==> config.mk <==
export PLATFORM = sky130hd
export DESIGN_NAME = source_code_tokenizer_flat
export DESIGN_NICKNAME = d
export VERILOG_FILES = /design/src/sctok_pkg.sv /design/src/sctok_req_if.sv /design/src/sctok_rsp_if.sv /design/src/sctok_front.sv /design/src/sctok_queue.sv /design/src/sctok_back.sv /design/src/source_code_tokenizer.sv /design/src/flat_wrapper.sv
export SDC_FILE = /design/constraint.sdc
export NUM_CORES = 1
export LEC_CHECK = 0
export ABC_CLOCK_PERIOD_IN_PS = 14900
export BUFFER_PORTS_ARGS = -buffer_cell sky130_fd_sc_hd__buf_2
export CORE_MARGIN = 3
export CORE_UTILIZATION = 50
export CTS_BUF_LIST = sky130_fd_sc_hd__clkbuf_8
export DETAILED_ROUTE_END_ITERATION = 8
export GPL_TIMING_DRIVEN = 0
export PLACE_DENSITY_LB_ADDON = 0.25
export SLEW_MARGIN = 0
export SYNTH_ARGS = -nofsm -noshare
export SYNTH_HDL_FRONTEND = slang
export SYNTH_SLANG_ARGS = --single-unit
==> constraint.sdc <==
create_clock -name clock -period 14.9 [get_ports clock]
set_clock_uncertainty 0.15 [all_clocks]
set_input_delay 1.49 -clock clock [delete_from_list [all_inputs] [get_ports clock]]
set_output_delay 1.49 -clock clock [all_outputs]
set_load 0.02 [all_outputs]
==> src/sctok_pkg.sv <==
// Shared types, codes and constants for the source code tokenizer.
// Depends on nothing; every other file of the block imports it.
`default_nettype none

package sctok_pkg;

   // Widths of positions and of the channel fields
   localparam int LINE_BITS   = 16;
   localparam int COLUMN_BITS = 16;
   localparam int CHAR_BITS   = 21;
   localparam int FIELD_BITS  = 16;

   localparam logic [LINE_BITS-1:0]   LINE_ONE = LINE_BITS'(1);
   localparam logic [LINE_BITS-1:0]   LINE_MAX = {LINE_BITS{1'b1}};
   localparam logic [COLUMN_BITS-1:0] COL_ONE  = COLUMN_BITS'(1);
   localparam logic [COLUMN_BITS-1:0] COL_MAX  = {COLUMN_BITS{1'b1}};

   // Token queue between the lexer and the output stage
   localparam int QUEUE_DEPTH = 2;
   localparam int QPTR_BITS   = (QUEUE_DEPTH > 1) ? $clog2(QUEUE_DEPTH) : 1;
   localparam int QCNT_BITS   = $clog2(QUEUE_DEPTH + 1);

   // Token kinds
   localparam logic [3:0] KIND_EOF     = 4'd0;
   localparam logic [3:0] KIND_NEWLINE = 4'd1;
   localparam logic [3:0] KIND_NAME    = 4'd2;
   localparam logic [3:0] KIND_NUMBER  = 4'd3;
   localparam logic [3:0] KIND_LET     = 4'd4;
   localparam logic [3:0] KIND_RETURN  = 4'd5;
   localparam logic [3:0] KIND_LBRACE  = 4'd6;
   localparam logic [3:0] KIND_RBRACE  = 4'd7;
   localparam logic [3:0] KIND_LPAREN  = 4'd8;
   localparam logic [3:0] KIND_RPAREN  = 4'd9;
   localparam logic [3:0] KIND_COLON   = 4'd10;
   localparam logic [3:0] KIND_SEMI    = 4'd11;
   localparam logic [3:0] KIND_EQUALS  = 4'd12;
   localparam logic [3:0] KIND_ERROR   = 4'd13;

   // Number bases
   localparam logic [1:0] BASE_DEC = 2'd0;
   localparam logic [1:0] BASE_BIN = 2'd1;
   localparam logic [1:0] BASE_OCT = 2'd2;
   localparam logic [1:0] BASE_HEX = 2'd3;

   // Suffix codes
   localparam logic [3:0] SUF_NONE = 4'd0;
   localparam logic [3:0] SUF_I8   = 4'd1;
   localparam logic [3:0] SUF_I16  = 4'd2;
   localparam logic [3:0] SUF_I32  = 4'd3;
   localparam logic [3:0] SUF_I64  = 4'd4;
   localparam logic [3:0] SUF_U8   = 4'd5;
   localparam logic [3:0] SUF_U16  = 4'd6;
   localparam logic [3:0] SUF_U32  = 4'd7;
   localparam logic [3:0] SUF_U64  = 4'd8;
   localparam logic [3:0] SUF_I    = 4'd9;
   localparam logic [3:0] SUF_F32  = 4'd10;
   localparam logic [3:0] SUF_F64  = 4'd11;

   // Error codes
   localparam logic [2:0] ERR_NONE       = 3'd0;
   localparam logic [2:0] ERR_UNEXPECTED = 3'd1;
   localparam logic [2:0] ERR_BAD_BASE   = 3'd2;
   localparam logic [2:0] ERR_BAD_FLOAT  = 3'd3;
   localparam logic [2:0] ERR_BAD_INT    = 3'd4;

   // Pack three 7-bit characters, first character in the low bits
   function automatic logic [20:0] pk3(input logic [7:0] a, input logic [7:0] b,
                                       input logic [7:0] c);
      return {c[6:0], b[6:0], a[6:0]};
   endfunction

   localparam logic [20:0] SFX_F32 = pk3("f", "3", "2");
   localparam logic [20:0] SFX_F64 = pk3("f", "6", "4");
   localparam logic [20:0] SFX_I   = pk3("i", 8'd0, 8'd0);
   localparam logic [20:0] SFX_I8  = pk3("i", "8", 8'd0);
   localparam logic [20:0] SFX_I16 = pk3("i", "1", "6");
   localparam logic [20:0] SFX_I32 = pk3("i", "3", "2");
   localparam logic [20:0] SFX_I64 = pk3("i", "6", "4");
   localparam logic [20:0] SFX_U8  = pk3("u", "8", 8'd0);
   localparam logic [20:0] SFX_U16 = pk3("u", "1", "6");
   localparam logic [20:0] SFX_U32 = pk3("u", "3", "2");
   localparam logic [20:0] SFX_U64 = pk3("u", "6", "4");

   localparam logic [41:0] KW_LET    = {21'd0, pk3("l", "e", "t")};
   localparam logic [41:0] KW_RETURN = {pk3("u", "r", "n"), pk3("r", "e", "t")};

   // One result token as it travels to the output
   typedef struct packed {
      logic [3:0]            kind;
      logic [FIELD_BITS-1:0] line;
      logic [FIELD_BITS-1:0] column;
      logic [FIELD_BITS-1:0] length;
      logic [1:0]            base;
      logic                  is_float;
      logic [3:0]            suffix;
      logic [2:0]            err;
      logic [CHAR_BITS-1:0]  bad;
      logic                  last;
   } tok_type;

   // Tokens caused by one input beat: one or two
   typedef struct packed {
      logic    two;
      tok_type first;
      tok_type second;
   } tok_pair_type;

   // Clamp a position to the 16-bit output field
   function automatic logic [FIELD_BITS-1:0] sat16(input logic [31:0] v);
      return (v > 32'd65535) ? 16'hFFFF : v[FIELD_BITS-1:0];
   endfunction

endpackage

`default_nettype wire

==> src/sctok_req_if.sv <==
// Input channel of the tokenizer: one code point per beat.
// Depends on sctok_pkg for field widths.
`default_nettype none

interface sctok_req_if;
   import sctok_pkg::*;

   logic                 valid;
   logic                 ready;
   logic [CHAR_BITS-1:0] code_point;
   logic                 inside_parens;

   modport source (output valid, output code_point, output inside_parens, input ready);
   modport sink   (input valid, input code_point, input inside_parens, output ready);
endinterface

`default_nettype wire

==> src/sctok_rsp_if.sv <==
// Result channel of the tokenizer: one token per beat.
// Depends on sctok_pkg for field widths.
`default_nettype none

interface sctok_rsp_if;
   import sctok_pkg::*;

   logic                  valid;
   logic                  ready;
   logic [3:0]            token_kind;
   logic [FIELD_BITS-1:0] token_line;
   logic [FIELD_BITS-1:0] token_column;
   logic [FIELD_BITS-1:0] value_length;
   logic [1:0]            number_base;
   logic                  number_is_float;
   logic [3:0]            suffix_code;
   logic [2:0]            error_code;
   logic [CHAR_BITS-1:0]  bad_char;
   logic                  last_result;

   modport source (output valid, output token_kind, output token_line, output token_column,
                   output value_length, output number_base, output number_is_float,
                   output suffix_code, output error_code, output bad_char,
                   output last_result, input ready);
   modport sink   (input valid, input token_kind, input token_line, input token_column,
                   input value_length, input number_base, input number_is_float,
                   input suffix_code, input error_code, input bad_char,
                   input last_result, output ready);
endinterface

`default_nettype wire

==> src/sctok_front.sv <==
// Lexer front end: accepts code points, runs the character state machine and
// pushes the one or two tokens of each beat. Depends on sctok_pkg, sctok_req_if.
`default_nettype none

module sctok_front (
   input  wire logic                   clock,
   input  wire logic                   reset,
   sctok_req_if.sink                   req_if,
   input  wire logic                   q_full,
   output      logic                   push,
   output      sctok_pkg::tok_pair_type push_data
);
   import sctok_pkg::*;

   typedef enum logic [8:0] {
      MODE_IDLE    = 9'b000000001,
      MODE_SKIP    = 9'b000000010,
      MODE_COMMENT = 9'b000000100,
      MODE_IDENT   = 9'b000001000,
      MODE_ZERO    = 9'b000010000,
      MODE_DOT     = 9'b000100000,
      MODE_INT     = 9'b001000000,
      MODE_FRAC    = 9'b010000000,
      MODE_SUFFIX  = 9'b100000000
   } mode_type;

   mode_type               mode_ff, mode_in;
   logic [LINE_BITS-1:0]   line_ff, line_in;
   logic [COLUMN_BITS-1:0] col_ff, col_in;
   logic [COLUMN_BITS-1:0] tstart_ff, tstart_in;
   logic [FIELD_BITS-1:0]  count_ff, count_in;
   logic [1:0]             base_ff, base_in;
   logic                   float_ff, float_in;
   logic [41:0]            kwp_ff, kwp_in;
   logic [20:0]            sufc_ff, sufc_in;
   logic [2:0]             sufn_ff, sufn_in;
   logic [COLUMN_BITS-1:0] sstart_ff, sstart_in;

   logic [CHAR_BITS-1:0]   c;
   logic                   accept;
   logic                   is_nul, is_digit, is_alpha, is_alnum, is_word, base_digit;
   logic [3:0]             punct;
   logic [COLUMN_BITS-1:0] col_next;
   logic [LINE_BITS-1:0]   line_next;
   logic [FIELD_BITS-1:0]  count_sat;
   logic [FIELD_BITS-1:0]  line_out;

   logic                   fin_err;
   logic [2:0]             fin_code;
   logic [COLUMN_BITS-1:0] fin_col;
   logic [3:0]             fin_suf;
   logic                   fin_float;

   logic                   tok_a_v, tok_b_v;
   tok_type                tok_a, tok_b;
   logic                   do_start, do_finish, do_sfx;
   logic                   err_any;

   // Build one token record
   function automatic tok_type make_tok(input logic [3:0] kind,
                                        input logic [FIELD_BITS-1:0] line,
                                        input logic [COLUMN_BITS-1:0] col,
                                        input logic [FIELD_BITS-1:0] len,
                                        input logic [1:0] base, input logic flt,
                                        input logic [3:0] suf, input logic [2:0] err,
                                        input logic [CHAR_BITS-1:0] bad);
      tok_type t;
      t.kind     = kind;
      t.line     = line;
      t.column   = sat16(32'(col));
      t.length   = len;
      t.base     = base;
      t.is_float = flt;
      t.suffix   = suf;
      t.err      = err;
      t.bad      = bad;
      t.last     = 1'b0;
      return t;
   endfunction

   assign c            = req_if.code_point;
   assign req_if.ready = !q_full;
   assign accept       = req_if.valid && !q_full;

   // Classify the character
   always_comb begin
      is_nul   = (c == '0);
      is_digit = (c >= 21'("0")) && (c <= 21'("9"));
      is_alpha = ((c >= 21'("a")) && (c <= 21'("z"))) || ((c >= 21'("A")) && (c <= 21'("Z")));
      is_alnum = is_digit || is_alpha;
      is_word  = is_alnum || (c == 21'("_"));
      unique case (base_ff)
         BASE_BIN: base_digit = (c == 21'("0")) || (c == 21'("1"));
         BASE_OCT: base_digit = (c >= 21'("0")) && (c <= 21'("7"));
         BASE_HEX: base_digit = is_digit || ((c >= 21'("a")) && (c <= 21'("f")))
                                || ((c >= 21'("A")) && (c <= 21'("F")));
         default:  base_digit = is_digit;
      endcase
      priority if (c == 21'("{")) punct = KIND_LBRACE;
      else if (c == 21'("}")) punct = KIND_RBRACE;
      else if (c == 21'("(")) punct = KIND_LPAREN;
      else if (c == 21'(")")) punct = KIND_RPAREN;
      else if (c == 21'(":")) punct = KIND_COLON;
      else if (c == 21'(";")) punct = KIND_SEMI;
      else if (c == 21'("=")) punct = KIND_EQUALS;
      else punct = KIND_EOF;
   end

   assign col_next  = (col_ff != COL_MAX) ? col_ff + COL_ONE : col_ff;
   assign line_next = (line_ff != LINE_MAX) ? line_ff + LINE_ONE : line_ff;
   assign count_sat = (count_ff != 16'hFFFF) ? count_ff + 16'd1 : count_ff;
   assign line_out  = sat16(32'(line_ff));

   // Check the number suffix held so far
   always_comb begin
      fin_err   = 1'b0;
      fin_code  = ERR_NONE;
      fin_col   = sstart_ff;
      fin_suf   = SUF_NONE;
      fin_float = float_ff;
      if (sufn_ff == 3'd0) begin
         fin_suf = SUF_NONE;
      end else if (sufn_ff == 3'd3 && (sufc_ff == SFX_F32 || sufc_ff == SFX_F64)) begin
         if (base_ff != BASE_DEC) begin
            fin_err  = 1'b1;
            fin_code = ERR_BAD_BASE;
            fin_col  = tstart_ff;
         end else begin
            fin_float = 1'b1;
            fin_suf   = (sufc_ff == SFX_F32) ? SUF_F32 : SUF_F64;
         end
      end else if (float_ff) begin
         fin_err  = 1'b1;
         fin_code = ERR_BAD_FLOAT;
      end else begin
         priority if (sufn_ff == 3'd1 && sufc_ff == SFX_I) fin_suf = SUF_I;
         else if (sufn_ff == 3'd2 && sufc_ff == SFX_I8)  fin_suf = SUF_I8;
         else if (sufn_ff == 3'd3 && sufc_ff == SFX_I16) fin_suf = SUF_I16;
         else if (sufn_ff == 3'd3 && sufc_ff == SFX_I32) fin_suf = SUF_I32;
         else if (sufn_ff == 3'd3 && sufc_ff == SFX_I64) fin_suf = SUF_I64;
         else if (sufn_ff == 3'd2 && sufc_ff == SFX_U8)  fin_suf = SUF_U8;
         else if (sufn_ff == 3'd3 && sufc_ff == SFX_U16) fin_suf = SUF_U16;
         else if (sufn_ff == 3'd3 && sufc_ff == SFX_U32) fin_suf = SUF_U32;
         else if (sufn_ff == 3'd3 && sufc_ff == SFX_U64) fin_suf = SUF_U64;
         else begin
            fin_err  = 1'b1;
            fin_code = ERR_BAD_INT;
         end
      end
   end

   // Character state machine: next state and the tokens of this beat
   always_comb begin
      mode_in   = mode_ff;
      line_in   = line_ff;
      col_in    = col_ff;
      tstart_in = tstart_ff;
      count_in  = count_ff;
      base_in   = base_ff;
      float_in  = float_ff;
      kwp_in    = kwp_ff;
      sufc_in   = sufc_ff;
      sufn_in   = sufn_ff;
      sstart_in = sstart_ff;
      tok_a_v   = 1'b0;
      tok_b_v   = 1'b0;
      tok_a     = '0;
      tok_b     = '0;
      do_start  = 1'b0;
      do_finish = 1'b0;
      do_sfx    = 1'b0;

      unique case (mode_ff)
         MODE_SKIP: begin
            if (is_nul) mode_in = MODE_IDLE;
         end
         MODE_COMMENT: begin
            if (is_nul || c == 21'(8'd10)) do_start = 1'b1;
            else col_in = col_next;
         end
         MODE_IDENT: begin
            if (is_word) begin
               for (int i = 1; i < 6; i++) begin
                  if (count_ff == 16'(i)) kwp_in[7*i +: 7] = c[6:0];
               end
               count_in = count_sat;
               col_in   = col_next;
            end else begin
               tok_a_v = 1'b1;
               priority if (count_ff == 16'd3 && kwp_ff == KW_LET)
                  tok_a = make_tok(KIND_LET, line_out, tstart_ff, '0, BASE_DEC, 1'b0,
                                   SUF_NONE, ERR_NONE, '0);
               else if (count_ff == 16'd6 && kwp_ff == KW_RETURN)
                  tok_a = make_tok(KIND_RETURN, line_out, tstart_ff, '0, BASE_DEC, 1'b0,
                                   SUF_NONE, ERR_NONE, '0);
               else
                  tok_a = make_tok(KIND_NAME, line_out, tstart_ff, count_ff, BASE_DEC, 1'b0,
                                   SUF_NONE, ERR_NONE, '0);
               do_start = 1'b1;
            end
         end
         MODE_ZERO, MODE_INT: begin
            if (mode_ff == MODE_ZERO && (c == 21'("b") || c == 21'("o") || c == 21'("x"))) begin
               base_in  = (c == 21'("b")) ? BASE_BIN : (c == 21'("o")) ? BASE_OCT : BASE_HEX;
               count_in = '0;
               mode_in  = MODE_INT;
               col_in   = col_next;
            end else begin
               mode_in = MODE_INT;
               priority if (base_digit) begin
                  count_in = count_sat;
                  col_in   = col_next;
               end else if (base_ff == BASE_DEC && c == 21'(".")) begin
                  float_in = 1'b1;
                  count_in = count_sat;
                  mode_in  = MODE_FRAC;
                  col_in   = col_next;
               end else begin
                  do_sfx = 1'b1;
               end
            end
         end
         MODE_DOT: begin
            if (is_digit) begin
               base_in  = BASE_DEC;
               float_in = 1'b1;
               count_in = 16'd2;
               sufn_in  = '0;
               sufc_in  = '0;
               mode_in  = MODE_FRAC;
               col_in   = col_next;
            end else begin
               tok_a_v = 1'b1;
               tok_a   = make_tok(KIND_ERROR, line_out, tstart_ff, '0, BASE_DEC, 1'b0,
                                  SUF_NONE, ERR_UNEXPECTED, 21'("."));
               line_in = LINE_ONE;
               col_in  = COL_ONE;
               mode_in = is_nul ? MODE_IDLE : MODE_SKIP;
            end
         end
         MODE_FRAC: begin
            if (is_digit) begin
               count_in = count_sat;
               col_in   = col_next;
            end else begin
               do_sfx = 1'b1;
            end
         end
         MODE_SUFFIX: begin
            if (is_alnum) begin
               for (int i = 1; i < 3; i++) begin
                  if (sufn_ff == 3'(i)) sufc_in[7*i +: 7] = c[6:0];
               end
               if (sufn_ff != 3'd7) sufn_in = sufn_ff + 3'd1;
               col_in = col_next;
            end else begin
               do_finish = 1'b1;
            end
         end
         default: begin
            do_start = 1'b1;
         end
      endcase

      // Open a suffix or close the number
      if (do_sfx) begin
         if (is_alnum) begin
            sstart_in = col_ff;
            sufc_in   = {14'd0, c[6:0]};
            sufn_in   = 3'd1;
            mode_in   = MODE_SUFFIX;
            col_in    = col_next;
         end else begin
            do_finish = 1'b1;
         end
      end

      // Emit the number, or the suffix error on this lookahead character
      if (do_finish) begin
         tok_a_v = 1'b1;
         if (fin_err) begin
            tok_a   = make_tok(KIND_ERROR, line_out, fin_col, '0, BASE_DEC, 1'b0,
                               SUF_NONE, fin_code, '0);
            line_in = LINE_ONE;
            col_in  = COL_ONE;
            mode_in = is_nul ? MODE_IDLE : MODE_SKIP;
         end else begin
            tok_a    = make_tok(KIND_NUMBER, line_out, tstart_ff, count_ff, base_ff,
                                fin_float, fin_suf, ERR_NONE, '0);
            float_in = fin_float;
            do_start = 1'b1;
         end
      end

      // Handle the character as the start of something new
      if (do_start) begin
         mode_in = MODE_IDLE;
         priority if (is_nul) begin
            tok_b_v = 1'b1;
            tok_b   = make_tok(KIND_EOF, line_out, col_ff, '0, BASE_DEC, 1'b0,
                               SUF_NONE, ERR_NONE, '0);
            line_in = LINE_ONE;
            col_in  = COL_ONE;
         end else if (c == 21'(" ")) begin
            col_in = col_next;
         end else if (c == 21'(8'd10)) begin
            tok_b_v = !req_if.inside_parens;
            tok_b   = make_tok(KIND_NEWLINE, line_out, col_ff, '0, BASE_DEC, 1'b0,
                               SUF_NONE, ERR_NONE, '0);
            line_in = line_next;
            col_in  = COL_ONE;
         end else if (c == 21'("#")) begin
            mode_in = MODE_COMMENT;
            col_in  = col_next;
         end else if (is_digit) begin
            tstart_in = col_ff;
            count_in  = 16'd1;
            base_in   = BASE_DEC;
            float_in  = 1'b0;
            sufn_in   = '0;
            sufc_in   = '0;
            mode_in   = (c == 21'("0")) ? MODE_ZERO : MODE_INT;
            col_in    = col_next;
         end else if (is_word) begin
            tstart_in = col_ff;
            count_in  = 16'd1;
            kwp_in    = {35'd0, c[6:0]};
            mode_in   = MODE_IDENT;
            col_in    = col_next;
         end else if (c == 21'(".")) begin
            tstart_in = col_ff;
            mode_in   = MODE_DOT;
            col_in    = col_next;
         end else if (punct != KIND_EOF) begin
            tok_b_v = 1'b1;
            tok_b   = make_tok(punct, line_out, col_ff, '0, BASE_DEC, 1'b0,
                               SUF_NONE, ERR_NONE, '0);
            col_in  = col_next;
         end else begin
            tok_b_v = 1'b1;
            tok_b   = make_tok(KIND_ERROR, line_out, col_ff, '0, BASE_DEC, 1'b0,
                               SUF_NONE, ERR_UNEXPECTED, c);
            line_in = LINE_ONE;
            col_in  = COL_ONE;
            mode_in = MODE_SKIP;
         end
      end
   end

   // Pack the tokens of this beat into one queue entry
   always_comb begin
      push           = accept && (tok_a_v || tok_b_v);
      push_data.two  = tok_a_v && tok_b_v;
      push_data.first  = tok_a_v ? tok_a : tok_b;
      push_data.second = tok_b;
   end

   assign err_any = (tok_a_v && tok_a.kind == KIND_ERROR) || (tok_b_v && tok_b.kind == KIND_ERROR);

   // Advance the lexer state on an accepted beat
   always_ff @(posedge clock) begin
      if (reset) begin
         mode_ff   <= MODE_IDLE;
         line_ff   <= LINE_ONE;
         col_ff    <= COL_ONE;
         tstart_ff <= COL_ONE;
         count_ff  <= '0;
         base_ff   <= BASE_DEC;
         float_ff  <= 1'b0;
         kwp_ff    <= '0;
         sufc_ff   <= '0;
         sufn_ff   <= '0;
         sstart_ff <= COL_ONE;
      end else if (accept) begin
         mode_ff   <= mode_in;
         line_ff   <= line_in;
         col_ff    <= col_in;
         tstart_ff <= tstart_in;
         count_ff  <= count_in;
         base_ff   <= base_in;
         float_ff  <= float_in;
         kwp_ff    <= kwp_in;
         sufc_ff   <= sufc_in;
         sufn_ff   <= sufn_in;
         sstart_ff <= sstart_in;
      end
   end

`ifndef ASSERT_OFF
   a_err_restarts_position: assert property (@(posedge clock) disable iff (reset)
      (accept && err_any) |=> (line_ff == LINE_ONE && col_ff == COL_ONE))
      else $error("position not restarted after an error token");

   a_pair_never_after_error: assert property (@(posedge clock) disable iff (reset)
      (push && push_data.two) |-> (push_data.first.kind != KIND_ERROR))
      else $error("a token follows an error token in the same beat");
`endif

endmodule

`default_nettype wire

==> src/sctok_queue.sv <==
// Short token queue between the lexer front end and the output stage.
// Depends on sctok_pkg for the entry type and depth.
`default_nettype none

module sctok_queue (
   input  wire logic                    clock,
   input  wire logic                    reset,
   input  wire logic                    push,
   input  wire sctok_pkg::tok_pair_type push_data,
   output      logic                    full,
   output      logic                    head_valid,
   output      sctok_pkg::tok_pair_type head_data,
   input  wire logic                    pop
);
   import sctok_pkg::*;

   tok_pair_type         mem_ff [QUEUE_DEPTH];
   logic [QPTR_BITS-1:0] wptr_ff, wptr_in;
   logic [QPTR_BITS-1:0] rptr_ff, rptr_in;
   logic [QCNT_BITS-1:0] cnt_ff, cnt_in;

   assign full       = (cnt_ff == QCNT_BITS'(QUEUE_DEPTH));
   assign head_valid = (cnt_ff != '0);
   assign head_data  = mem_ff[rptr_ff];

   // Advance pointers and occupancy
   always_comb begin
      wptr_in = wptr_ff;
      rptr_in = rptr_ff;
      cnt_in  = cnt_ff;
      if (push) wptr_in = (wptr_ff == QPTR_BITS'(QUEUE_DEPTH - 1)) ? '0 : wptr_ff + 1'b1;
      if (pop)  rptr_in = (rptr_ff == QPTR_BITS'(QUEUE_DEPTH - 1)) ? '0 : rptr_ff + 1'b1;
      unique case ({push, pop})
         2'b10:   cnt_in = cnt_ff + 1'b1;
         2'b01:   cnt_in = cnt_ff - 1'b1;
         default: cnt_in = cnt_ff;
      endcase
   end

   always_ff @(posedge clock) begin
      if (reset) begin
         wptr_ff <= '0;
         rptr_ff <= '0;
         cnt_ff  <= '0;
      end else begin
         wptr_ff <= wptr_in;
         rptr_ff <= rptr_in;
         cnt_ff  <= cnt_in;
      end
   end

   // Store the entry
   always_ff @(posedge clock) begin
      if (push) mem_ff[wptr_ff] <= push_data;
   end

`ifndef ASSERT_OFF
   a_no_push_when_full: assert property (@(posedge clock) disable iff (reset)
      push |-> (cnt_ff != QCNT_BITS'(QUEUE_DEPTH)))
      else $error("token queue overflow");
`endif

endmodule

`default_nettype wire

==> src/sctok_back.sv <==
// Output stage: takes queue entries and hands their tokens out one beat at a
// time through an output register. Depends on sctok_pkg, sctok_rsp_if.
`default_nettype none

module sctok_back (
   input  wire logic                    clock,
   input  wire logic                    reset,
   input  wire logic                    head_valid,
   input  wire sctok_pkg::tok_pair_type head_data,
   output      logic                    pop,
   sctok_rsp_if.source                  rsp_if
);
   import sctok_pkg::*;

   logic    out_valid_ff, out_valid_in;
   tok_type out_tok_ff, out_tok_in;
   logic    slot_ff, slot_in;
   logic    load, is_last;
   tok_type pick;

   // Load the next token when the output register is free or drains
   always_comb begin
      load         = head_valid && (!out_valid_ff || rsp_if.ready);
      pick         = slot_ff ? head_data.second : head_data.first;
      is_last      = slot_ff || !head_data.two;
      pop          = load && is_last;
      out_valid_in = load ? 1'b1 : (rsp_if.ready ? 1'b0 : out_valid_ff);
      slot_in      = load ? !is_last : slot_ff;
      out_tok_in   = out_tok_ff;
      if (load) begin
         out_tok_in      = pick;
         out_tok_in.last = is_last;
      end
   end

   always_ff @(posedge clock) begin
      if (reset) begin
         out_valid_ff <= 1'b0;
         slot_ff      <= 1'b0;
      end else begin
         out_valid_ff <= out_valid_in;
         slot_ff      <= slot_in;
      end
   end

   // Hold the payload
   always_ff @(posedge clock) begin
      out_tok_ff <= out_tok_in;
   end

   assign rsp_if.valid           = out_valid_ff;
   assign rsp_if.token_kind      = out_tok_ff.kind;
   assign rsp_if.token_line      = out_tok_ff.line;
   assign rsp_if.token_column    = out_tok_ff.column;
   assign rsp_if.value_length    = out_tok_ff.length;
   assign rsp_if.number_base     = out_tok_ff.base;
   assign rsp_if.number_is_float = out_tok_ff.is_float;
   assign rsp_if.suffix_code     = out_tok_ff.suffix;
   assign rsp_if.error_code      = out_tok_ff.err;
   assign rsp_if.bad_char        = out_tok_ff.bad;
   assign rsp_if.last_result     = out_tok_ff.last;

`ifndef ASSERT_OFF
   a_second_follows_first: assert property (@(posedge clock) disable iff (reset)
      slot_ff |-> (out_valid_ff && !out_tok_ff.last))
      else $error("second token pending without a first token on the output");

   a_pop_needs_entry: assert property (@(posedge clock) disable iff (reset)
      pop |-> head_valid)
      else $error("pop from an empty token queue");
`endif

endmodule

`default_nettype wire

==> src/source_code_tokenizer.sv <==
// Source code tokenizer, top level: lexer front end, token queue, output stage.
// Usage:
//   req_if carries one Unicode code point per beat plus the parser's
//   inside_parens flag; code point 0 marks end of source. rsp_if carries one
//   token per beat; last_result marks the final token caused by an input beat.
//   A beat gives zero, one or two tokens.
// Path: the tokens of a beat are registered in the token queue, then in the
//   output register; a second token follows the first through that register.
// Throughput: one code point per clock while req_if.ready is high; the single
//   output register delivers one token per clock while rsp_if.ready is high,
//   so two-token beats hold off req_if once the two-entry token queue fills.
// Reset (synchronous): the lexer goes idle between tokens at line 1, column 1,
//   and the queue and the output register empty.
// Stall: while rsp_if.ready is low the current token holds; the queue absorbs
//   up to two more beats' worth of tokens, then req_if.ready drops.
// Depends on sctok_pkg, sctok_req_if, sctok_rsp_if, sctok_front, sctok_queue,
//   sctok_back.
`default_nettype none

module source_code_tokenizer (
   input  wire logic   clock,
   input  wire logic   reset,
   sctok_req_if.sink   req_if,
   sctok_rsp_if.source rsp_if
);
   import sctok_pkg::*;

   logic         q_full;
   logic         push;
   tok_pair_type push_data;
   logic         head_valid;
   tok_pair_type head_data;
   logic         pop;

   sctok_front u_front (
      .clock     (clock),
      .reset     (reset),
      .req_if    (req_if),
      .q_full    (q_full),
      .push      (push),
      .push_data (push_data)
   );

   sctok_queue u_queue (
      .clock      (clock),
      .reset      (reset),
      .push       (push),
      .push_data  (push_data),
      .full       (q_full),
      .head_valid (head_valid),
      .head_data  (head_data),
      .pop        (pop)
   );

   sctok_back u_back (
      .clock      (clock),
      .reset      (reset),
      .head_valid (head_valid),
      .head_data  (head_data),
      .pop        (pop),
      .rsp_if     (rsp_if)
   );

endmodule

`default_nettype wire

==> src/flat_wrapper.sv <==
// flat-port wrapper written by rule: the top's interface ports become plain ports
module source_code_tokenizer_flat import sctok_pkg::*;
  (clock, reset, req_if_valid, req_if_code_point, req_if_inside_parens, req_if_ready, rsp_if_valid, rsp_if_token_kind, rsp_if_token_line, rsp_if_token_column, rsp_if_value_length, rsp_if_number_base, rsp_if_number_is_float, rsp_if_suffix_code, rsp_if_error_code, rsp_if_bad_char, rsp_if_last_result, rsp_if_ready);
  sctok_req_if req_if_i ();
  sctok_rsp_if rsp_if_i ();
  input  wire logic clock;
  input  wire logic reset;
  input wire logic [$bits(req_if_i.valid)-1:0] req_if_valid;
  input wire logic [$bits(req_if_i.code_point)-1:0] req_if_code_point;
  input wire logic [$bits(req_if_i.inside_parens)-1:0] req_if_inside_parens;
  output wire logic [$bits(req_if_i.ready)-1:0] req_if_ready;
  output wire logic [$bits(rsp_if_i.valid)-1:0] rsp_if_valid;
  output wire logic [$bits(rsp_if_i.token_kind)-1:0] rsp_if_token_kind;
  output wire logic [$bits(rsp_if_i.token_line)-1:0] rsp_if_token_line;
  output wire logic [$bits(rsp_if_i.token_column)-1:0] rsp_if_token_column;
  output wire logic [$bits(rsp_if_i.value_length)-1:0] rsp_if_value_length;
  output wire logic [$bits(rsp_if_i.number_base)-1:0] rsp_if_number_base;
  output wire logic [$bits(rsp_if_i.number_is_float)-1:0] rsp_if_number_is_float;
  output wire logic [$bits(rsp_if_i.suffix_code)-1:0] rsp_if_suffix_code;
  output wire logic [$bits(rsp_if_i.error_code)-1:0] rsp_if_error_code;
  output wire logic [$bits(rsp_if_i.bad_char)-1:0] rsp_if_bad_char;
  output wire logic [$bits(rsp_if_i.last_result)-1:0] rsp_if_last_result;
  input wire logic [$bits(rsp_if_i.ready)-1:0] rsp_if_ready;
  assign req_if_i.valid = req_if_valid;
  assign req_if_i.code_point = req_if_code_point;
  assign req_if_i.inside_parens = req_if_inside_parens;
  assign req_if_ready = req_if_i.ready;
  assign rsp_if_valid = rsp_if_i.valid;
  assign rsp_if_token_kind = rsp_if_i.token_kind;
  assign rsp_if_token_line = rsp_if_i.token_line;
  assign rsp_if_token_column = rsp_if_i.token_column;
  assign rsp_if_value_length = rsp_if_i.value_length;
  assign rsp_if_number_base = rsp_if_i.number_base;
  assign rsp_if_number_is_float = rsp_if_i.number_is_float;
  assign rsp_if_suffix_code = rsp_if_i.suffix_code;
  assign rsp_if_error_code = rsp_if_i.error_code;
  assign rsp_if_bad_char = rsp_if_i.bad_char;
  assign rsp_if_last_result = rsp_if_i.last_result;
  assign rsp_if_i.ready = rsp_if_ready;
  source_code_tokenizer u_core (.clock(clock), .reset(reset), .req_if(req_if_i), .rsp_if(rsp_if_i));
endmodule
==> Flow_metrics.wiki <==
{| class="wikitable"
! Metric !! Value
|-
| Max Clock Freq || about 140 MHz
|-
| Number of antenna-violating nets in the routed design || 0
|-
| Share of synthesized flip-flops with an asynchronous set or reset || 0%
|-
| Average instance area after synthesis || ~12 um^2
|-
| Final setup violation count || 0
|-
| Detailed-route wire length per cell || between 20 and 25 um
|-
| Total CTS buffers || 86
|-
| Hold Worst Slack || approximately 0.30 ns
|-
| Leading post-synthesis cells by instance count || sky130_fd_sc_hd__edfxtp_1, sky130_fd_sc_hd__nand2_1, sky130_fd_sc_hd__nor2_1
|-
| Number of gates resized after CTS || 0
|-
| Headroom to the max-slew limit || between 10 and 15%
|-
| Maximum level of the CTS H-tree || 3
|-
| Cell count after placement || ~2.7k
|-
| Maximum fanout along the worst path || 31
|-
| Dominant register cell in the synthesized netlist || sky130_fd_sc_hd__edfxtp_1
|-
| Dominant cells by area after synthesis || sky130_fd_sc_hd__edfxtp_1, sky130_fd_sc_hd__dfxtp_1, sky130_fd_sc_hd__mux4_2
|-
| Clock latency on the worst-skew pair || between 0.6 and 0.7 ns
|-
| Floorplan row count || 79
|-
| Post-Synthesis Cells || between 2k and 2.5k
|-
| Number of enable flip-flop cells after synthesis || 368
|-
| Library cell with the highest instance count after synthesis || sky130_fd_sc_hd__edfxtp_1
|-
| Synthesized net count || between 2k and 2.5k
|-
| Sinks on the clock net || between 500 and 600
|-
| Data required time at the worst endpoint || ~15 ns
|-
| Effective utilization at floorplan || 50.9%
|-
| Biggest area consumer among synthesized cells || sky130_fd_sc_hd__edfxtp_1
|-
| Met2 layer usage reported by global route || between 40% and 50%
|-
| DPL Wire Length || 48400 um
|-
| GRT Total Usage || a little over a quarter
|-
| Die outline width || about 220 um
|-
| Simple-Gate Fraction of Synth Area || between 10% and 20%
|-
| #FFs+latches synth || between 500 and 600
|-
| Master of the slowest instance on the critical path || sky130_fd_sc_hd__nor4_1
|-
| Distinct cells, synth || 86
|-
| Classification of the worst setup path || input pin to flip-flop
|-
| First-pass detailed-route iteration total || 6
|-
| Hold-fix buffer count after cts || 0
|-
| Overall die area || roughly 50000 um^2
|-
| Number of max-cap violations || 0
|-
| Global-route wire length before repair || slightly above 100000 um
|-
| Endpoint type of the worst setup path || flip-flop
|-
| Cell at the root of the clock tree || sky130_fd_sc_hd__clkbuf_8
|-
| DRT Wirelength || about 68000 um
|-
| CP delay by family, top || simple AND/OR/NAND/NOR gates
|-
| Global routing usage on met3 || between 5 and 6%
|-
| Top-level port count || ~110
|-
| Area of the placeable core || 46900 um^2
|-
| Proportion of netlist area held by the largest area contributor || between 40% and 50%
|-
| Share of the cycle needed by the critical path after routing || approximately 49%
|-
| CP Cell Sequence || buf_2, buf_2, nor4_1, a211o_1, nand2_1, a31oi_1, nand3_1, nor3_1, clkbuf_1, nand3_1, a21oi_1, inv_1, nor2_4, buf_12, buf_12, buf_12
|-
| Adder and majority gate portion of the synthesized area || less than 1%
|-
| Area growth from synthesis to layout || 13.0%
|-
| Hold/Removal Path Class || flip-flop to flip-flop
|-
| Post-layout minimum cycle time || ~7.3 ns
|-
| Share of the synthesized area in compound gates (AO/OA/AOI/OAI) || 9.56%
|-
| Tightest Pin Transition || ~1.3 ns
|-
| Gr ovfl total || 0
|-
| Maximum number of pins on one net before global-route repair || 65
|-
| Status || completed
|-
| Post-CTS Setup Inserts || 0
|-
| Maximum cell stage delay along the critical path || around 1 ns
|-
| Layout cell share with drive strength beyond 1 || between 10% and 20%
|-
| Cell leakage power || between 9 and 10 nW
|-
| Launching element type of the critical path || input pin
|-
| Non-filler instance count after layout || 2904
|-
| Mux contribution to synthesized area || under 10%
|-
| Height of the die || roughly 220 um
|-
| Maximum buffer depth of the clock tree || 3
|-
| Detailed Route Iter0 Violations || ~1.9k
|-
| Number of buffers and inverters on the critical path || 7
|-
| Sequential-to-total area share from yosys stat || between 60% and 70%
|-
| Count of final max-slew check failures || 0
|-
| Number of vias after detailed routing || roughly 18k
|-
| Count of endpoints failing hold in the final timing report || 0
|-
| Worst IR Drop VDD || about 0.11 mV
|-
| Combinational family with the most area after synthesis || simple AND/OR/NAND/NOR gates
|-
| Total of warnings raised by yosys || 0
|-
| Post-synthesis xor/xnor area fraction || 0.477%
|-
| Port Buf Inserts || between 100 and 150
|-
| CTS tree || yes
|-
| Gp weighted congestion || approximately 1
|-
| Clock slew seen by the registers of the worst setup and hold paths || approximately 0.06 ns
|-
| Met1 Resource Use GR || about two fifths
|-
| Cell mode on critical path || sky130_fd_sc_hd__buf_12
|-
| Number of DRC violations after detailed routing || 0
|-
| Vias in the first global route || 17.1k
|-
| Cell area after synthesis || 23800 um^2
|-
| Detail-routed via count per cell || 6.08
|-
| Most used routing layer || met2
|-
| Antenna violations before repair || 0
|-
| Arrival time worst endpoint || between 7 and 8 ns
|-
| Total power density per cell area || around 160 nW/um^2
|-
| Unrepaired setup endpoints after global routing || no
|-
| Final nets || approximately 2.3k
|}
-- registers in the layout (all words and copies together), names as in the netlist, 21 cells and up, named ones only --
name and flops:
u_core.u_queue.mem_ff 284, u_core.u_back.rsp_if.bad_char 21, u_core.u_front.kwp_ff 42, u_core.u_front.sufc_ff 21
-- stage by stage --
| stage | power (W) | area, um^2 | setup TNS (ns) | setup slack, ns | util [%] |
|---|---|---|---|---|---|
| 2_1_floorplan | 0.00275 | 23800 | 0 | 4.32 | - |
| 3_5_place_dp | 0.00310 | 25300 | 0 | 6.99 | 54.1 |
| 5_1_grt | 0.00444 | 27000 | 0 | 7.21 | 57.5 |
| 6_report | 0.00425 | 27000 | 0 | 7.56 | 57.5 |
| 4_1_cts | 0.00429 | 27000 | 0 | 7.66 | 57.5 |
| 3_3_place_gp | 0.00310 | 25100 | -109.69 | -0.810 | 53.7 |
-- cells in the final DEF, fill, tap and decap left out, types with 61 or more instances in the layout --
cell type                  Yosys  layout
sky130_fd_sc_hd__clkbuf_8      0      93
sky130_fd_sc_hd__o21ai_0      90      90
sky130_fd_sc_hd__nor3_1       61      61
sky130_fd_sc_hd__nand2_1     203     203
sky130_fd_sc_hd__and3_1       74      74
sky130_fd_sc_hd__clkbuf_1     97      97
sky130_fd_sc_hd__mux2i_1      85      85
sky130_fd_sc_hd__nand3_1      61      61
sky130_fd_sc_hd__nor2_1      178     177
sky130_fd_sc_hd__a21oi_1      97      97
sky130_fd_sc_hd__dfxtp_1     165     165
sky130_fd_sc_hd__edfxtp_1    368     368
sky130_fd_sc_hd__buf_2        14     122
-- worst min-delay path, cell delays in order, from the launching register on --
cell and delay, ns:
sky130_fd_sc_hd__dfxtp_1 0.31, sky130_fd_sc_hd__nand2_1 0.05, sky130_fd_sc_hd__a21oi_1 0.05
-- layout make-up --
type                            count  area (um^2)
Antenna cell                        2         5.00
Buffer                            133          566
Clock buffer                       93         1280
Clock inverter                     65          345
Fill cell                        3928        19900
Inverter                           24         90.1
Multi-Input combinational cell   1332         8860
Sequential cell                   533        14400
Tap cell                          607          759
Timing Repair Buffer              115          703
-- layer usage --
layer / vias up / share of wire [%]
li1: 8058 / -
met1: 8751 / 44
met2: 728 / 46
met3: 124 / 7.7
met4: 0 / 2.6
met5: - / 0
-- worst paths after layout --
path | from | end | slack [ns] | cells after the start
hold / removal | u_core.u_front.sstart_ff[3] | u_core.u_front.sstart_ff[3] | 0.30 | 2
setup / recovery | req_if_code_point[1] | u_core.u_queue.mem_ff[0][87] | 7.56 | 16
hold reg to reg | u_core.u_front.sstart_ff[3] | u_core.u_front.sstart_ff[3] | 0.30 | 2
setup reg to reg | u_core.u_front.mode_ff[1] | u_core.u_queue.mem_ff[0][87] | 8.59 | 15
-- logic make-up after synthesis --
logic type,count (synthesis)
DFF,533
and+or+nand+nor,811
adders and majority gates,11
muxes,143
xor gates and xnor gates,13
buffers and inverters,157
AOI/OAI and AO/OA,354
-- power breakdown --
group,internal [W],switching (W),total [W],leakage [nW]
Clock,0.000613,0.000579,0.00119,0.958
Sequential,0.00198,0.0000745,0.00205,4.76
Combinational,0.000342,0.000658,0.00100,3.59
Total,0.00293,0.00131,0.00425,9.31
No activity file was read; power rests on OpenSTA's default activity.
